**config.mk**
```make
export PLATFORM = sky130hd
export DESIGN_NAME = substring_first_match_search_unit_flat
export DESIGN_NICKNAME = d
export VERILOG_FILES = /design/src/rtl/core/sfm_pkg.sv /design/src/rtl/core/sfm_in_if.sv /design/src/rtl/core/sfm_out_if.sv /design/src/rtl/core/sfm_cell.sv /design/src/rtl/core/substring_first_match_search_unit.sv /design/src/flat_wrapper.sv
export SDC_FILE = /design/constraint.sdc
export NUM_CORES = 1
export LEC_CHECK = 0
export BUFFER_PORTS_ARGS = -buffer_cell sky130_fd_sc_hd__buf_4
export CORE_ASPECT_RATIO = 0.75
export CORE_UTILIZATION = 61
export DETAILED_ROUTE_END_ITERATION = 16
export MAX_ROUTING_LAYER = met4
export PLACE_DENSITY_LB_ADDON = 0.15
export SLEW_MARGIN = 10
export SYNTH_ARGS = -nofsm -noshare
export SYNTH_HDL_FRONTEND = slang
export SYNTH_HIERARCHICAL = 1
export SYNTH_SLANG_ARGS = --single-unit
```
**constraint.sdc**
```tcl
create_clock -name clk -period 17 [get_ports clk]
set_input_delay 5.1 -clock clk [delete_from_list [all_inputs] [get_ports clk]]
set_output_delay 5.1 -clock clk [all_outputs]
set_load 0.1 [all_outputs]
```
**src/rtl/core/sfm_pkg.sv**
```systemverilog
// ---------------------------------------------------------------------------
// sfm_pkg
// Shared codes, field widths and cell control type for the substring search.
// ---------------------------------------------------------------------------
package sfm_pkg;

  localparam int OP_W      = 2;
  localparam int BYTE_W    = 8;
  localparam int POS_OUT_W = 32;

  typedef enum logic [OP_W-1:0] {
    OP_PATTERN = 2'd0,
    OP_TEXT    = 2'd1,
    OP_END     = 2'd2,
    OP_UNUSED  = 2'd3
  } sfm_op_t;

  // control broadcast from the top level to every cell
  typedef struct packed {
    logic              load;       // write data_byte into the cell at the write pointer
    logic              shift;      // text item: advance the partial-match chain
    logic              clear;      // drop all partial matches
    logic [BYTE_W-1:0] data_byte;
  } sfm_cell_ctrl_t;

endpackage

```
**src/rtl/core/sfm_in_if.sv**
```systemverilog
// ---------------------------------------------------------------------------
// sfm_in_if
// Input item channel: op code and data byte under valid/ready.
// ---------------------------------------------------------------------------
interface sfm_in_if
  import sfm_pkg::*;
();
  logic              valid;
  logic              ready;
  logic [OP_W-1:0]   op;
  logic [BYTE_W-1:0] data_byte;

  modport source (output valid, output op, output data_byte, input ready);
  modport sink   (input valid, input op, input data_byte, output ready);
endinterface

```
**src/rtl/core/sfm_out_if.sv**
```systemverilog
// ---------------------------------------------------------------------------
// sfm_out_if
// Result item channel: search outcome under valid/ready.
// ---------------------------------------------------------------------------
interface sfm_out_if
  import sfm_pkg::*;
();
  logic                 valid;
  logic                 ready;
  logic                 found;
  logic [POS_OUT_W-1:0] match_position;
  logic                 pattern_too_long;

  modport source (output valid, output found, output match_position,
                  output pattern_too_long, input ready);
  modport sink   (input valid, input found, input match_position,
                  input pattern_too_long, output ready);
endinterface

```
**src/rtl/core/sfm_cell.sv**
```systemverilog
// ---------------------------------------------------------------------------
// sfm_cell
// One pattern cell: holds a pattern byte and its partial-match bit.
// ---------------------------------------------------------------------------
module sfm_cell
  import sfm_pkg::*;
#(
  parameter int INDEX = 0,
  parameter int LEN_W = 7
) (
  input  logic           clk,
  input  logic           rst,
  input  sfm_cell_ctrl_t ctrl,
  input  logic [LEN_W-1:0] wr_ptr,
  input  logic [LEN_W-1:0] length,
  input  logic           prev_match,
  output logic           match,
  output logic           hit
);

  localparam logic [LEN_W-1:0] MY_POS  = LEN_W'(INDEX);
  localparam logic [LEN_W-1:0] MY_LAST = LEN_W'(INDEX + 1);

  logic [BYTE_W-1:0] pat_byte;
  logic              in_use;
  logic              match_next;

  assign in_use     = (MY_POS < length);
  assign match_next = prev_match & in_use & (pat_byte == ctrl.data_byte);
  // this cell closes the pattern: a full match ends here
  assign hit        = match_next & (length == MY_LAST);

  always_ff @(posedge clk) begin
    if (ctrl.load && (wr_ptr == MY_POS)) begin
      pat_byte <= ctrl.data_byte;
    end
  end

  always_ff @(posedge clk) begin
    if (rst || ctrl.clear) begin
      match <= 1'b0;
    end else if (ctrl.shift) begin
      match <= match_next;
    end
  end

endmodule

```
**src/rtl/core/substring_first_match_search_unit.sv**
```systemverilog
// ---------------------------------------------------------------------------
// substring_first_match_search_unit
// Streaming first-occurrence substring search over a row of pattern cells.
// ---------------------------------------------------------------------------
//
//  channel  dir  carries                                       handshake
//  in_ch    in   op, data_byte                                 valid/ready
//  out_ch   out  found, match_position, pattern_too_long       valid/ready
//
//  One item per cycle is sustained while in_ch does not stall. All cells
//  compare the text byte in the same cycle, so the cell row sets the rate.
//  Reset (rst, synchronous) empties the pattern and the text state.
//  An end item loads the result register; in_ch stalls only while that
//  register is full and out_ch does not take it.
//
module substring_first_match_search_unit
  import sfm_pkg::*;
#(
  parameter int MAX_PATTERN   = 64,
  parameter int POSITION_BITS = 32
) (
  input  logic      clk,
  input  logic      rst,
  sfm_in_if.sink    in_ch,
  sfm_out_if.source out_ch
);

  localparam int LEN_W = $clog2(MAX_PATTERN + 1);
  localparam logic [LEN_W-1:0]         LEN_MAX = LEN_W'(MAX_PATTERN);
  localparam logic [POSITION_BITS-1:0] POS_MAX = '1;

  // pattern state
  logic [LEN_W-1:0] length;
  logic             overflow;
  logic             start_new;

  // text state
  logic [POSITION_BITS-1:0] text_count;
  logic                     match_seen;
  logic [POSITION_BITS-1:0] first_start;

  // result register
  logic                 out_valid;
  logic                 out_found;
  logic [POS_OUT_W-1:0] out_pos;
  logic                 out_too_long;

  logic in_fire, is_pat, is_text, is_end;
  logic [LEN_W-1:0] eff_len;
  logic             room;
  sfm_cell_ctrl_t   ctrl;

  logic [MAX_PATTERN-1:0] match_vec;
  logic [MAX_PATTERN-1:0] hit_vec;
  logic                   hit_any;

  logic                          report_pos;
  logic [POSITION_BITS+POS_OUT_W-1:0] first_wide;

  assign in_ch.ready = !out_valid || out_ch.ready;
  assign in_fire     = in_ch.valid && in_ch.ready;
  assign is_pat      = in_fire && (in_ch.op == OP_PATTERN);
  assign is_text     = in_fire && (in_ch.op == OP_TEXT);
  assign is_end      = in_fire && (in_ch.op == OP_END);

  // first pattern byte after an end item restarts the pattern at cell 0
  assign eff_len = start_new ? '0 : length;
  assign room    = (eff_len < LEN_MAX);

  always_comb begin
    ctrl.load      = is_pat && room;
    ctrl.shift     = is_text;
    ctrl.clear     = is_pat || is_end;
    ctrl.data_byte = in_ch.data_byte;
  end

  // cell row: partial-match bits ripple one cell per text item
  for (genvar i = 0; i < MAX_PATTERN; i++) begin : g_cell
    logic prev;
    if (i == 0) begin : g_head
      assign prev = 1'b1;   // a match may start at every text byte
    end else begin : g_link
      assign prev = match_vec[i-1];
    end
    sfm_cell #(
      .INDEX (i),
      .LEN_W (LEN_W)
    ) u_cell (
      .clk        (clk),
      .rst        (rst),
      .ctrl       (ctrl),
      .wr_ptr     (eff_len),
      .length     (length),
      .prev_match (prev),
      .match      (match_vec[i]),
      .hit        (hit_vec[i])
    );
  end

  assign hit_any = |hit_vec;

  // pattern registers
  always_ff @(posedge clk) begin
    if (rst) begin
      length    <= '0;
      overflow  <= 1'b0;
      start_new <= 1'b1;
    end else if (is_pat) begin
      start_new <= 1'b0;
      if (room) begin
        length   <= eff_len + LEN_W'(1);
        overflow <= start_new ? 1'b0 : overflow;
      end else begin
        length   <= eff_len;
        overflow <= 1'b1;
      end
    end else if (is_end) begin
      start_new <= 1'b1;
    end
  end

  // text registers; the first match is held, the count saturates
  always_ff @(posedge clk) begin
    if (rst || is_pat || is_end) begin
      text_count  <= '0;
      match_seen  <= 1'b0;
      first_start <= '0;
    end else if (is_text) begin
      if (!match_seen && (length != '0) && !overflow && hit_any) begin
        match_seen  <= 1'b1;
        // start = count - (length - 1)
        first_start <= text_count - POSITION_BITS'(length) + POSITION_BITS'(1);
      end
      if (text_count != POS_MAX) begin
        text_count <= text_count + POSITION_BITS'(1);
      end
    end
  end

  // result fields; position cut to the 32-bit port
  assign report_pos = !overflow && (length != '0) && match_seen;
  assign first_wide = {{POS_OUT_W{1'b0}}, first_start};

  always_ff @(posedge clk) begin
    if (rst) begin
      out_valid <= 1'b0;
    end else if (is_end) begin
      out_valid <= 1'b1;
    end else if (out_ch.ready) begin
      out_valid <= 1'b0;
    end
  end

  always_ff @(posedge clk) begin
    if (is_end) begin
      out_found    <= !overflow && ((length == '0) || match_seen);
      out_pos      <= report_pos ? first_wide[POS_OUT_W-1:0] : '0;
      out_too_long <= overflow;
    end
  end

  assign out_ch.valid            = out_valid;
  assign out_ch.found            = out_found;
  assign out_ch.match_position   = out_pos;
  assign out_ch.pattern_too_long = out_too_long;

endmodule

```
**src/flat_wrapper.sv**
```systemverilog
// flat-port wrapper written by rule: the top's interface ports become plain ports
module substring_first_match_search_unit_flat import sfm_pkg::*;
#(
  parameter int MAX_PATTERN   = 64,
  parameter int POSITION_BITS = 32
)
  (clk, rst, in_ch_valid, in_ch_op, in_ch_data_byte, in_ch_ready, out_ch_valid, out_ch_found, out_ch_match_position, out_ch_pattern_too_long, out_ch_ready);
  sfm_in_if in_ch_i ();
  sfm_out_if out_ch_i ();
  input  logic clk;
  input  logic rst;
  input wire logic [$bits(in_ch_i.valid)-1:0] in_ch_valid;
  input wire logic [$bits(in_ch_i.op)-1:0] in_ch_op;
  input wire logic [$bits(in_ch_i.data_byte)-1:0] in_ch_data_byte;
  output wire logic [$bits(in_ch_i.ready)-1:0] in_ch_ready;
  output wire logic [$bits(out_ch_i.valid)-1:0] out_ch_valid;
  output wire logic [$bits(out_ch_i.found)-1:0] out_ch_found;
  output wire logic [$bits(out_ch_i.match_position)-1:0] out_ch_match_position;
  output wire logic [$bits(out_ch_i.pattern_too_long)-1:0] out_ch_pattern_too_long;
  input wire logic [$bits(out_ch_i.ready)-1:0] out_ch_ready;
  assign in_ch_i.valid = in_ch_valid;
  assign in_ch_i.op = in_ch_op;
  assign in_ch_i.data_byte = in_ch_data_byte;
  assign in_ch_ready = in_ch_i.ready;
  assign out_ch_valid = out_ch_i.valid;
  assign out_ch_found = out_ch_i.found;
  assign out_ch_match_position = out_ch_i.match_position;
  assign out_ch_pattern_too_long = out_ch_i.pattern_too_long;
  assign out_ch_i.ready = out_ch_ready;
  substring_first_match_search_unit #(.MAX_PATTERN(MAX_PATTERN), .POSITION_BITS(POSITION_BITS)) u_core (.clk(clk), .rst(rst), .in_ch(in_ch_i), .out_ch(out_ch_i));
endmodule
```
==> flow_summary.json <==
{
  "outcome": "complete, no violations",
  "final_common_cell": "edfxtp_1",
  "holdPathEnd": "u_core/first_start[22]",
  "worst_r2r_startpoint": "u_core/length[5]",
  "p_switching_w": 0.000798,
  "crit_start": "out_ch_ready",
  "post_cts.repair.setup_buffers": 0,
  "drive_gt1_share_pct": 13.1,
  "cts_buffers": 68,
  "initial_core_util_pct": 61.8,
  "cp_max_fo": 3,
  "gp_congestion": 0.898,
  "layout_common_cells": "edfxtp_1 (546), xor2_1 (321), nor2_1 (213), xnor2_1 (193), dfxtp_1 (131)",
  "synth_area_sq_um": 35500,
  "clk_pin_slew_ps": 60,
  "globalRouteOverflowTotal": 0,
  "row_count": 76,
  "fin_worst_skew_ps": 19.9,
  "hold_violations": 0,
  "slew_viol_final": 0,
  "ir_drop_mv": 0.114,
  "crit_top_cell": "buf_4",
  "die_area_sq_um": 59200,
  "hold_path_depth": 2,
  "io_pins": 50,
  "swShare_pct": 22.5,
  "r2r_slack_ps": 11640,
  "root_buffer": "clkbuf_16",
  "hold_buffers": 0,
  "cp.required_ps": 11900,
  "antenna_found_initial": 1,
  "setup_viol": 0,
  "clkPwrFrac_pct": 43.5,
  "core_area_sq_um": 57500,
  "worstHoldStart": "u_core/first_start[22]",
  "layoutNonFillerInstCount": 3885,
  "setup_tns_ps": 0,
  "dp_cells": 3762,
  "combPwrFrac_pct": 5.6,
  "hp-class": "reg -> reg",
  "clockBufferDepth": 3,
  "clk_latency_ps": 620,
  "power_w": 0.00355,
  "timing.max_cap.violations": 0,
  "numPortBuffers": 49,
  "grt_pass1_vias": 25100,
  "wirelength_um": 93500,
  "cpPeakStageDelay_ps": 240,
  "p_int_w": 0.00276,
  "final_nets": 3130,
  "wl_per_cell_um": 24.1,
  "first_pass_iters": 8,
  "ant_nets": 0,
  "grtUsageTotal_pct": 32.8,
  "rr_worst_depth": 14,
  "startpoint_type": "input port",
  "cpMaxStageDelayCell": "nor2b_1",
  "die_height_um": 211,
  "worst_r2r_endpoint": "u_core/first_start[13]",
  "die_x_um": 281,
  "fin_crit_sh_pct": 63.9,
  "synth_cells": 2894,
  "fmax_ghz": 0.0920,
  "seqPwrFrac_pct": 50.9,
  "slew_headroom_pct": 35.1,
  "rsz0062_at_grt": "false",
  "critPathArrivalTime_ps": 5770,
  "synth_warnings": 6,
  "endpoint_kind": "output pin",
  "cts.htree.levels": 3,
  "cts_tree": "done",
  "fin_crit_ps": 10870,
  "syn2layout_area_growth_pct": 11.6,
  "crit_chain": "buf_4 > nor2b_1 > inv_2 > buf_4",
  "power_density_nw_per_um2": 89.6,
  "via_per_inst": 6.53,
  "cts.sink_count": 684,
  "tightest_slew_ps": 974,
  "grt_pass1_wl_um": 145000,
  "p_leak_nw": 13.0,
  "cts_resized": 0,
  "hpwl_um": 53300,
  "vias": 25400,
  "synth_area_per_cell_sq_um": 12.3,
  "drtIter0Drc": 3054,
  "diodes": 0,
  "worstSetupPathType": "in -> out",
  "grt_max_degree": 102,
  "drc": 0
}
-- critical path: cells and delay by family --
family / cells / cell delay [ps]
simple gates: 1 / 240
buf+inv: 3 / 430
-- power by group through the flow --
stage / clock network (W) / logic (W) / registers (W)
finish: 0.00155 / 0.000199 / 0.00181
global placement: 0 / 0.000190 / 0.00184
CTS: 0.00156 / 0.000197 / 0.00181
global route: 0.00163 / 0.000211 / 0.00181
floorplan: 0 / 0.0000871 / 0.00186
detailed placement: 0 / 0.000196 / 0.00184
-- state kept, by name, indices dropped and copies added, names as in the netlist, 7 cells and up --
register and count:
u_core/text_count 32, u_core/out_ch.match_position 32, u_core/g_cell.u_cell/match 63, u_core/g_cell.u_cell/pat_byte 512
u_core/length 7, u_core/first_start 32
-- cell type report --
class | instances | area [sq um]
Clock buffer | 86 | 1850
Clock inverter | 37 | 407
Fill cell | 4047 | 17900
Inverter | 95 | 359
Multi-Input combinational cell | 2088 | 16000
Sequential cell | 684 | 19200
Tap cell | 780 | 976
Timing Repair Buffer | 115 | 906
-- metal layers --
layer | wire, um | vias to the layer above | GRT usage (%) | share of wire, %
li1 | - | 11400 | - | -
met1 | 41600 | 12500 | 47.7 | 45
met2 | 40700 | 1315 | 47.0 | 44
met3 | 9230 | 172 | 6.36 | 9.9
met4 | 1910 | 0 | 8.54 | 2.0
met5 | 0 | - | - | 0
-- stage by stage --
stage / hold WS [ps] / cell area, sq um / setup WS [ps] / util [%]
6_report: 452 / 39700 / 6130 / 68.9
5_1_grt: 474 / 39700 / 6100 / 68.9
4_1_cts: 451 / 39700 / 6130 / 68.9
3_5_place_dp: 442 / 37400 / 6140 / 65.0
3_3_place_gp: 441 / 37400 / 6130 / 65.0
2_1_floorplan: 427 / 35500 / 6350 / -
-- worst max path at each step --
stage                  endpoint  cells after the start
CTS                 in_ch_ready                      4
floorplan           in_ch_ready                      2
global placement    in_ch_ready                      4
finish              in_ch_ready                      4
detailed placement  in_ch_ready                      4
global route        in_ch_ready                      4
(Power assumes the default switching activity.)
